==> src/rtl/fmrws_pkg.sv <==
package fmrws_pkg;

    localparam int EVENT_DEPTH_DEF         = 4096;
    localparam int KEY_TRACKS_DEF          = 10;
    localparam int MAX_WRITES_PER_TICK_DEF = 64;

    localparam int ADDR_W  = 12;
    localparam int REG_W   = 8;
    localparam int VAL_W   = 8;
    localparam int DELAY_W = 16;
    localparam int SONG_W  = 13;
    localparam int LEN_W   = 17;
    localparam int TIME_W  = 32;
    localparam int EVENT_W = REG_W + VAL_W + DELAY_W;
    localparam int IN_DATA_W  = 48;
    localparam int OUT_DATA_W = REG_W + VAL_W;
    localparam int CFG_DATA_W = SONG_W;
    localparam int CFG_IDX_W  = 1;

    localparam logic [REG_W-1:0] REG_EFFECTS  = 8'hbd;
    localparam logic [REG_W-1:0] REG_KEY_BASE = 8'hb0;

    localparam logic [CFG_IDX_W-1:0] CFG_MUSIC_ENABLED = 1'b0;
    localparam logic [CFG_IDX_W-1:0] CFG_SONG_EVENTS   = 1'b1;

    typedef enum logic [1:0] {
        K_LOAD  = 2'd0,
        K_TICK  = 2'd1,
        K_START = 2'd2,
        K_STOP  = 2'd3
    } t_kind;

    typedef enum logic [2:0] {
        S_IDLE,
        S_SIL,
        S_TCHK,
        S_TEMIT
    } t_state;

    typedef struct packed {
        logic load;
        logic disarm;
        logic sil_init;
        logic sil_emit;
        logic arm;
        logic tick_init;
        logic tick_rd;
        logic ev_emit;
        logic tick_end;
    } t_cmd;

    typedef struct packed {
        logic playing;
        logic enabled;
        logic out_free;
        logic sil_done;
        logic tick_go;
    } t_sts;

endpackage

==> src/rtl/fmrws_ctrl.sv <==
module fmrws_ctrl (
    input  logic             i_clk,
    input  logic             i_rst_n,
    input  logic             i_valid,
    input  logic [1:0]       i_kind,
    output logic             o_ready,
    input  fmrws_pkg::t_sts  i_sts,
    output fmrws_pkg::t_cmd  o_cmd
);

    fmrws_pkg::t_state r_state, n_state;
    logic              r_start, n_start;
    fmrws_pkg::t_kind  kind;

    assign kind = fmrws_pkg::t_kind'(i_kind);

    always_ff @(posedge i_clk) begin
        if (!i_rst_n) begin
            r_state <= fmrws_pkg::S_IDLE;
            r_start <= 1'b0;
        end else begin
            r_state <= n_state;
            r_start <= n_start;
        end
    end

    always_comb begin
        n_state = r_state;
        n_start = r_start;
        o_ready = 1'b0;
        o_cmd   = '0;
        case (r_state)
            fmrws_pkg::S_IDLE: begin
                o_ready = 1'b1;
                if (i_valid) begin
                    case (kind)
                        fmrws_pkg::K_LOAD: begin
                            o_cmd.load = 1'b1;
                        end
                        fmrws_pkg::K_TICK: begin
                            if (i_sts.playing) begin
                                o_cmd.tick_init = 1'b1;
                                n_state         = fmrws_pkg::S_TCHK;
                            end
                        end
                        default: begin
                            o_cmd.disarm = 1'b1;
                            if (i_sts.enabled) begin
                                o_cmd.sil_init = 1'b1;
                                n_start        = (kind == fmrws_pkg::K_START);
                                n_state        = fmrws_pkg::S_SIL;
                            end
                        end
                    endcase
                end
            end
            fmrws_pkg::S_SIL: begin
                if (i_sts.out_free) begin
                    o_cmd.sil_emit = 1'b1;
                    if (i_sts.sil_done) begin
                        o_cmd.arm = r_start;
                        n_state   = fmrws_pkg::S_IDLE;
                    end
                end
            end
            fmrws_pkg::S_TCHK: begin
                if (i_sts.tick_go) begin
                    o_cmd.tick_rd = 1'b1;
                    n_state       = fmrws_pkg::S_TEMIT;
                end else begin
                    o_cmd.tick_end = 1'b1;
                    n_state        = fmrws_pkg::S_IDLE;
                end
            end
            fmrws_pkg::S_TEMIT: begin
                if (i_sts.out_free) begin
                    o_cmd.ev_emit = 1'b1;
                    n_state       = fmrws_pkg::S_TCHK;
                end
            end
            default: begin
                n_state = fmrws_pkg::S_IDLE;
            end
        endcase
    end

endmodule

==> config.mk <==
export PLATFORM = sky130hd
export DESIGN_NAME = fmrws_ctrl
export DESIGN_NICKNAME = d
export VERILOG_FILES = /design/src/rtl/fmrws_pkg.sv /design/src/rtl/fmrws_ctrl.sv
export SDC_FILE = /design/constraint.sdc
export NUM_CORES = 1
export LEC_CHECK = 0
export ABC_AREA = 1
export BUFFER_PORTS_ARGS = -buffer_cell sky130_fd_sc_hd__buf_2
export CORE_MARGIN = 2
export CORE_UTILIZATION = 25
export CTS_CLUSTER_SIZE = 24
export DETAILED_ROUTE_END_ITERATION = 10
export SYNTH_ARGS = -nofsm -noshare
export SYNTH_HDL_FRONTEND = slang
export SYNTH_SLANG_ARGS = --single-unit
==> constraint.sdc <==
create_clock -name i_clk -period 1.89 [get_ports i_clk]
set_clock_uncertainty 0.1 [all_clocks]
set_input_delay 0.0945 -clock i_clk [delete_from_list [all_inputs] [get_ports i_clk]]
set_output_delay 0.0945 -clock i_clk [all_outputs]
set_load 0.05 [all_outputs]
==> results of run 1 <==
-- sequential cells by signal, summed over array words and instances, names as in the netlist --
register  flops
r_state       2
r_start       1
-- synthesized netlist by cell type (all sizes together) --
master  instances  area share, %
nand2          15             18
o21ai           2            3.1
nand3           5            9.2
nand3b          1            2.3
nor2           13             19
or2             1            1.9
inv            13             15
nor4            1            1.9
a21oi           2            3.1
buf             1            3.4
nand4           1            1.9
nor3            2            3.1
dfxtp           3             18
-- tightest hold or removal path, stage by stage --
cell,delay [ps]
buf_2,110
nand2_1,60
nor2_1,30
-- per-stage QoR --
stage / setup TNS [ps] / worst slack (ps) / hold WS [ps] / cells
floorplan: -88.5 / -88.5 / 115 / 60
global placement: 0 / 583 / 245 / 93
detailed placement: 0 / 561 / 252 / 93
CTS: 0 / 341 / 10.5 / 97
global route: 0 / 220 / 7.24 / 97
finish: 0 / 356 / 17.4 / 97
-- report_power, final --
part	leakage [nW]	internal [W]	switching, W
Combinational	0.242	0.0000464	0.000110
Sequential	0.0245	0.0000700	0.0000129
Clock	0.0150	0.0000789	0.0000298
Total	0.282	0.000195	0.000153
-- how the worst max path moves through the flow --
stage               start    endpoint  cells past startpoint
2_1_floorplan  r_state[1]    o_cmd[4]                      5
3_3_place_gp   r_state[0]  r_state[1]                      7
3_5_place_dp   r_state[0]  r_state[1]                      7
4_1_cts        r_state[0]    o_cmd[4]                      5
5_1_grt        r_state[0]    o_cmd[6]                      4
6_report       r_state[0]    o_cmd[4]                      5
-- logic make-up after synthesis --
| group | count (synthesis) | synth area share [%] |
|---|---|---|
| compound gates | 4 | 6.13 |
| simple gates | 39 | 57.1 |
| flops | 3 | 18.4 |
| buf+inv | 14 | 18.4 |
-- cell type report --
type	count	area, sq um
inverters	13	48.8
multi-input cells	43	215
clock buffers	4	26.3
well taps	15	18.8
fillers	136	788
flip-flops and latches	3	60.1
repair buffers	19	95.1
-- routing by layer --
metal / wire, microns / up-vias
met3: 55 / 2
met2: 379 / 15
met4: 15 / 0
li1: - / 227
met1: 369 / 164
met5: 0 / -
==> impl_metrics.env, run 1 <==
export IMPL_layout_common_cells="buf_2 (19), nand2_1 (14), inv_1 (12)"
export IMPL_max_cap_violations=0
export IMPL_slew_headroom_pct=77.3
export IMPL_grt_pass1_vias=358
export IMPL_holdCritStartpoint="i_rst_n"
export IMPL_met1_usage_pct=13.2
export IMPL_vdd_ir_drop_max_v=0.000181
export IMPL_regToRegEndpoint="r_state[1]"
export IMPL_hold_viol=0
export IMPL_hold_end="r_state[0]"
export IMPL_drive_above_1_share_pct=36.6
export IMPL_placed_area_sq_um=438
export IMPL_crit_arrival_ps=1340
export IMPL_hold_buffers=0
export IMPL_grt_busiest_layer="met2"
export IMPL_r2r_cells=7
export IMPL_clk_pin_slew_worst_paths_ps=40
export IMPL_slew_viol_final=0
export IMPL_min_period_over_period_pct=81.2
export IMPL_startpoint_type="flop"
export IMPL_ant_nets=0
export IMPL_first_iter_violations=7
export IMPL_initial_utilization_pct=26.1
export IMPL_synth_seq_cells=3
export IMPL_nNetsFinal=93
export IMPL_cp_slowest_cell="dfxtp_1"
export IMPL_rrSetupSlack_ps=560
export IMPL_drc_errors=0
export IMPL_portBuffers=19
export IMPL_grt_util_met2_pct=21.8
export IMPL_cts_buffers=3
export IMPL_root_buffer="clkbuf_4"
export IMPL_cp_cell_sequence="nand2_1, nor2_1, nand2_1, nor2_2, buf_2"
export IMPL_globalplace_congestion=0.797
export IMPL_ys_seq_area_share_pct=18.4
export IMPL_die_x_microns=40.1
export IMPL_area_growth_pct=42.1
export IMPL_end_kind="output port"
export IMPL_status="finished clean"
export IMPL_synth_distinct_cells=18
export IMPL_design_area_sq_um=464
export IMPL_synth_area_sq_um=327
export IMPL_coreArea_sq_um=1250
export IMPL_antenna_found_initial=0
export IMPL_slowest_delay_ps=510
export IMPL_layout_commonest_cell="buf_2"
export IMPL_crit_buf_inv=1
export IMPL_cpLargestDelayFamily="flip-flops"
export IMPL_crit_top_cell="nand2_1"
export IMPL_avgSynthCellArea_sq_um=5.44
export IMPL_cts_htree_levels=1
export IMPL_crit_fanout=9
export IMPL_antenna_cells=0
export IMPL_min_path_cells=3
export IMPL_dieHeight_microns=40.1
export IMPL_cts_tree="yes"
export IMPL_grt_setup_unrepaired="false"
export IMPL_synth_nets=70
export IMPL_path_class="reg2out"
export IMPL_wirelength_microns=819
export IMPL_grt_max_degree=10
export IMPL_dieArea_sq_um=1610
export IMPL_clkSinkCount=3
export IMPL_max_clock_freq_mhz=652
export IMPL_worstSkewPairLatency_ps=230
export IMPL_grt_pass1_wl_microns=1320
export IMPL_grtUsageMet3_pct=1.67
export IMPL_power_density_nw_per_um2=749
export IMPL_pin_count=20
export IMPL_hp_class="in2reg"
export IMPL_firstDrtPassIters=4
export IMPL_leakagePower_nw=0.282
export IMPL_tightest_slew_ps=339
export IMPL_cp_required_ps=1700
export IMPL_worstReg2RegStart="r_state[0]"
export IMPL_viasPerCell=4.21
export IMPL_grt_overflow_total=0
export IMPL_period_needed_ps=1530
export IMPL_cts_resized=0
export IMPL_vias=408
export IMPL_postCtsSetupBuffers=0
export IMPL_syn_instance_count=60
export IMPL_setup_viol=0
export IMPL_grt_usage_pct=12.2
export IMPL_clockBufferDepth=2
export IMPL_fin_total_pwr_w=0.000348
export IMPL_wl_per_cell_microns=8.44
export IMPL_yosys_warnings=0
export IMPL_post_dp_hpwl_microns=707
export IMPL_rows=13
export IMPL_utilization_pct=37.1
Note: power is estimated with default switching activity, not from simulation.
==> inputs of run 2 (changes only) <==
- ABC_AREA: 1 -> 0
- CORE_AREA: default -> 2 2 39 41
- CORE_MARGIN: 2 -> default
- CORE_UTILIZATION: 25 -> default
- DIE_AREA: default -> 0 0 41 43
- clock period: 1.89 -> 1.6 ns (I/O delays scaled with it)
==> run 2 against run 1 <==
Net effect:
- cell count decreased by 23%
- first-iteration DRC count fell by 43%
- cell area fell by 1.1%
- synthesized area down 5.4%
- highest routed layer is now met3
- largest cell class unchanged
- sequential power up 11%
- critical path type unchanged
- flip-flop and latch count is the same
- synthesized cell count decreased by 38%
- largest power group unchanged
- sequential share of layout area rose by 0.69 points
- count of clock-buffer cells in the layout unchanged
- critical path depth shrank 1
==> impl_metrics.env, run 2 <==
export IMPL_layout_common_cells="buf_2 (16), clkbuf_4 (5), nand2_1 (4)"
export IMPL_post_dp_hpwl_microns=593
export IMPL_coreArea_sq_um=1380
export IMPL_synth_top_cell_area_share_pct=19.4
export IMPL_syn_instance_count=37
export IMPL_layout_setup_ws_ps=81.2
export IMPL_avgSynthCellArea_sq_um=8.35
export IMPL_crit_arrival_ps=1340
export IMPL_end_kind="output port"
export IMPL_postCtsSetupBuffers=0
export IMPL_r2r_cells=5
export IMPL_leakagePower_nw=0.244
export IMPL_portBuffers=19
export IMPL_cts_tree="yes"
export IMPL_path_class="reg2out"
export IMPL_grt_pass1_wl_microns=1190
export IMPL_synth_nets=47
export IMPL_setup_viol=0
export IMPL_globalplace_congestion=0.752
export IMPL_crit_fanout=7
export IMPL_startpoint_type="flop"
export IMPL_grt_setup_unrepaired="false"
export IMPL_pin_count=20
export IMPL_grt_max_degree=11
export IMPL_firstDrtPassIters=3
export IMPL_grt_usage_pct=10.1
export IMPL_grt_overflow_total=0
export IMPL_dieArea_sq_um=1760
export IMPL_vdd_ir_drop_max_v=0.000349
export IMPL_slew_headroom_pct=82.0
export IMPL_period_needed_ps=1520
export IMPL_regMostFlops="r_state"
export IMPL_min_path_cells=2
export IMPL_cts_buffers=3
export IMPL_yosysTopAreaCell="dfxtp_1"
export IMPL_antenna_found_initial=0
export IMPL_viasPerCell=4.57
export IMPL_hold_viol=0
export IMPL_cts_resized=0
export IMPL_wl_per_cell_microns=9.84
export IMPL_layout_commonest_cell="buf_2"
export IMPL_wl_met2_microns=322
export IMPL_met1_length_microns=361
export IMPL_dieHeight_microns=43
export IMPL_min_period_over_period_pct=94.9
export IMPL_largest_register_ffs=2
export IMPL_dp_cells=71
export IMPL_hp_class="in2reg"
export IMPL_nNetsFinal=70
export IMPL_yosys_warnings=0
export IMPL_synth_distinct_cells=23
export IMPL_grt_pass1_vias=293
export IMPL_synth_area_sq_um=309
export IMPL_top_regs="r_state x2, r_start x1"
export IMPL_ant_nets=0
export IMPL_tightest_slew_ps=267
export IMPL_cp_required_ps=1420
export IMPL_synthFlopType="dfxtp_1"
export IMPL_root_buffer="clkbuf_4"
export IMPL_top_layer_used="met3"
export IMPL_vias=343
export IMPL_initial_utilization_pct=22.3
export IMPL_synth_area_top_cells="dfxtp_1 (19%), buf_6 (7.3%), and3_1 (6.1%)"
export IMPL_wl_met3_microns=55
export IMPL_synth_commonest_cells="nand2_1 (4), and3_1 (3), dfxtp_1 (3), nor2_1 (3)"
export IMPL_synth_edf_count=0
export IMPL_fin_cells=75
export IMPL_synth_seq_cells=3
export IMPL_rows=14
export IMPL_power_density_nw_per_um2=838
export IMPL_clockBufferDepth=2
export IMPL_cts_htree_levels=1
export IMPL_yosysMostFrequentCell="nand2_1"
export IMPL_async_reset_ff_share_pct=0
export IMPL_fill_cells=152
export IMPL_first_iter_violations=4
export IMPL_drc_errors=0
export IMPL_max_clock_freq_mhz=658
export IMPL_worstSkewPairLatency_ps=230
export IMPL_slew_viol_final=0
export IMPL_area_growth_pct=48.6
export IMPL_max_cap_violations=0
export IMPL_ys_seq_area_share_pct=19.4
export IMPL_pre_cts_slack_ps=206
export IMPL_die_x_microns=41
export IMPL_drive_above_1_share_pct=59.3
export IMPL_wirelength_microns=738
export IMPL_clk_pin_slew_worst_paths_ps=40
export IMPL_status="finished clean"
export IMPL_clkSinkCount=3
export IMPL_antenna_cells=0
export IMPL_hold_buffers=0
==> run 2: cell count changes after synthesis, sizes merged, moves of 2 or more <==
cell | before | now
a211oi | 0 | 2
nand3 | 5 | 0
nor3b | 0 | 2
inv | 13 | 2
nor2 | 13 | 4
and2b | 0 | 2
and3 | 0 | 3
nand2 | 15 | 4
==> run 2: kinds of logic after synthesis <==
kind of cell / share of synthesized area, %
multiplexers: 3.24
AND/OR/NAND/NOR: 41.3
buffers and inverters: 9.72
flip-flops: 19.4
AO/OA/AOI/OAI: 26.3
==> run 2: power breakdown <==
group          switching (W)  leakage (nW)  internal [W]
Clock              0.0000408        0.0150     0.0000936
Sequential        0.00000967        0.0254     0.0000826
Combinational      0.0000991         0.203     0.0000592
==> run 2: path summary, 6_finish.rpt <==
path              start    endpoint  slack, ps
min             i_rst_n     r_start         20
min reg2reg  r_state[0]  r_state[0]        390
max reg2reg  r_state[0]  r_state[0]        240
max          r_state[0]    o_cmd[6]         80
==> run 2: stage by stage <==
stage / setup TNS (ps) / area [sq um] / util (%) / total power [W] / hold WS [ps]
finish: 0 / 459 / 33.2 / 0.000385 / 16.3
floorplan: -477 / 323 / - / 0.000214 / 113
CTS: 0 / 449 / 32.5 / 0.000390 / 10.1
detailed placement: 0 / 423 / 30.6 / 0.000250 / 261
global placement: 0 / 423 / 30.6 / 0.000249 / 257
global route: 0 / 459 / 33.2 / 0.000410 / 14.1
==> run 2: area by class of cell <==
type | count | area (sq um) | area share [%]
inverter | 2 | 7.51 | 1.63
multi-input combinational | 30 | 233 | 50.7
tap | 16 | 20.0 | 4.36
sequential | 3 | 62.6 | 13.6
clock buffer | 4 | 26.3 | 5.72
timing repair buffer | 20 | 110 | 24.0
==> run 2: worst max-delay path: stages (launching register included) <==
cell and delay (ps):
dfxtp_2 340, buf_4 160, nor2_4 130, and4_4 250
clkbuf_4 230
==> run 2: layer usage <==
| layer | track usage [%] | vias to the layer above |
|---|---|---|
| met4 | 4.00 | 0 |
| met1 | 13.8 | 149 |
| met5 | 0 | - |
| li1 | - | 179 |
| met2 | 13.4 | 15 |
| met3 | 4.71 | 0 |
==> inputs of run 3 (changes only) <==
- BUFFER_PORTS_ARGS: -buffer_cell sky130_fd_sc_hd__buf_2 -> -buffer_cell sky130_fd_sc_hd__clkbuf_2
==> run 3 against run 2 <==
Net effect:
- sequential share of layout area fell by 0.31 points
- fmax rose by 1.7%
- flip-flop and latch count did not move
==> impl_metrics.env, run 3 (synthesis results as in run 2) <==
export IMPL_crit_arrival_ps=1310
export IMPL_crit_buf_inv=1
export IMPL_crit_fanout=7
export IMPL_holdCritStartpoint="i_sts[0]"
export IMPL_slew_viol_final=0
export IMPL_slew_headroom_pct=82.5
export IMPL_layout_common_cells="clkbuf_2 (17), nand2_1 (4), clkbuf_4 (3)"
export IMPL_max_clock_freq_mhz=670
export IMPL_setup_viol=0
export IMPL_power_density_nw_per_um2=821
export IMPL_pre_cts_slack_ps=180
export IMPL_rows=14
export IMPL_worstReg2RegStart="r_state[0]"
export IMPL_grt_usage_pct=9.74
export IMPL_grt_overflow_total=0
export IMPL_slowest_delay_ps=450
export IMPL_vdd_ir_drop_max_v=0.000283
export IMPL_pin_count=20
export IMPL_end_kind="output port"
export IMPL_ant_nets=0
export IMPL_cts_buffers=3
export IMPL_clk_pin_slew_worst_paths_ps=30
export IMPL_portBuffers=19
export IMPL_min_path_cells=3
export IMPL_hold_viol=0
export IMPL_cts_tree="yes"
export IMPL_nNetsFinal=71
export IMPL_period_needed_ps=1490
export IMPL_r2r_cells=4
export IMPL_antenna_cells=0
export IMPL_utilization_pct=33.3
export IMPL_tns_ps=0
export IMPL_hp_class="in2reg"
export IMPL_clkSinkCount=3
export IMPL_status="finished clean"
export IMPL_hold_end="r_state[1]"
export IMPL_initial_utilization_pct=22.3
export IMPL_die_x_microns=41
export IMPL_layout_setup_ws_ps=107
export IMPL_top_regs="r_state x2, r_start x1"
export IMPL_startpoint_type="flop"
export IMPL_regToRegEndpoint="r_state[0]"
export IMPL_grt_max_degree=11
export IMPL_crit_cells=4
export IMPL_grt_setup_unrepaired="false"
export IMPL_first_iter_violations=3
export IMPL_largest_register_ffs=2
export IMPL_layout_commonest_cell="clkbuf_2"
export IMPL_regMostFlops="r_state"
export IMPL_placed_area_sq_um=423
export IMPL_worstSkewPairLatency_ps=220
export IMPL_cp_slowest_cell="dfxtp_1"
export IMPL_cts_htree_levels=1
export IMPL_firstDrtPassIters=3
export IMPL_vias=347
export IMPL_hold_ws_ps=89.8
export IMPL_globalplace_congestion=0.753
export IMPL_path_class="reg2out"
export IMPL_wirelength_microns=712
export IMPL_tightest_slew_ps=260
export IMPL_viasPerCell=4.57
export IMPL_cpLargestDelayFamily="flip-flops"
export IMPL_rrSetupSlack_ps=200
export IMPL_post_dp_hpwl_microns=606
export IMPL_leakagePower_nw=0.246
export IMPL_max_cap_violations=0
export IMPL_cp_required_ps=1420
export IMPL_grt_pass1_wl_microns=1120
export IMPL_area_growth_pct=49.0
export IMPL_dieHeight_microns=43
export IMPL_drive_above_1_share_pct=56.7
export IMPL_root_buffer="clkbuf_4"
export IMPL_postCtsSetupBuffers=0
export IMPL_coreArea_sq_um=1380
export IMPL_dieArea_sq_um=1760
export IMPL_antenna_found_initial=0
export IMPL_clockBufferDepth=2
export IMPL_drc_errors=0
export IMPL_min_period_over_period_pct=93.3
export IMPL_cp_cell_sequence="nand2_1, nor2_2, and3_2, clkbuf_2"
export IMPL_design_area_sq_um=460
export IMPL_grt_pass1_vias=302
export IMPL_wl_per_cell_microns=9.37
run 3: worst max-delay path by stage:
stage | slack, ps | start | end
final | 110 | r_state[0] | o_cmd[4]
after global routing | 2 | r_state[0] | o_cmd[4]
after CTS | 50 | r_state[1] | o_cmd[6]
after detailed placement | 180 | r_state[0] | r_state[0]
after global placement | 250 | r_state[0] | r_state[0]
after floorplan | -180 | r_state[0] | o_cmd[0]
run 3: worst reg2reg max path, stage by stage (launching register included):
cell and delay [ps]:
dfxtp_1 370, and2b_4 280, a211oi_1 50, a311oi_2 310
mux2i_1 230
run 3: cell type report:
type / count / area (sq um)
fill: 156 / 923
multi-input combinational: 30 / 233
timing repair buffer: 21 / 113
sequential: 3 / 61.3
clock buffer: 4 / 26.3
tap: 16 / 20.0
inverter: 2 / 7.51
run 3: metrics by stage:
stage	instances	total power (W)
after floorplan	37	0.000214
after global placement	71	0.000249
after detailed placement	71	0.000250
after CTS	75	0.000382
after global routing	76	0.000411
final	76	0.000378
run 3: per-layer routing:
metal	GRT usage (%)	up-vias	share of wire, %
met5	0	-	0
met4	6.00	0	0
met3	4.71	0	5.2
met2	14.7	13	47
met1	10.3	154	47
li1	-	180	-
run 3: power by group:
| part | switching [W] | internal [W] |
|---|---|---|
| registers | 0.0000117 | 0.0000819 |
| clock network | 0.0000349 | 0.0000932 |
| logic | 0.0000979 | 0.0000586 |
| total | 0.000145 | 0.000234 |
run 3: repair_timing:
item,in CTS,in global routing
hold buffers,0,1
endpoints found under the setup margin,0,4
endpoints found under the hold margin,0,1
resized for setup,0,3
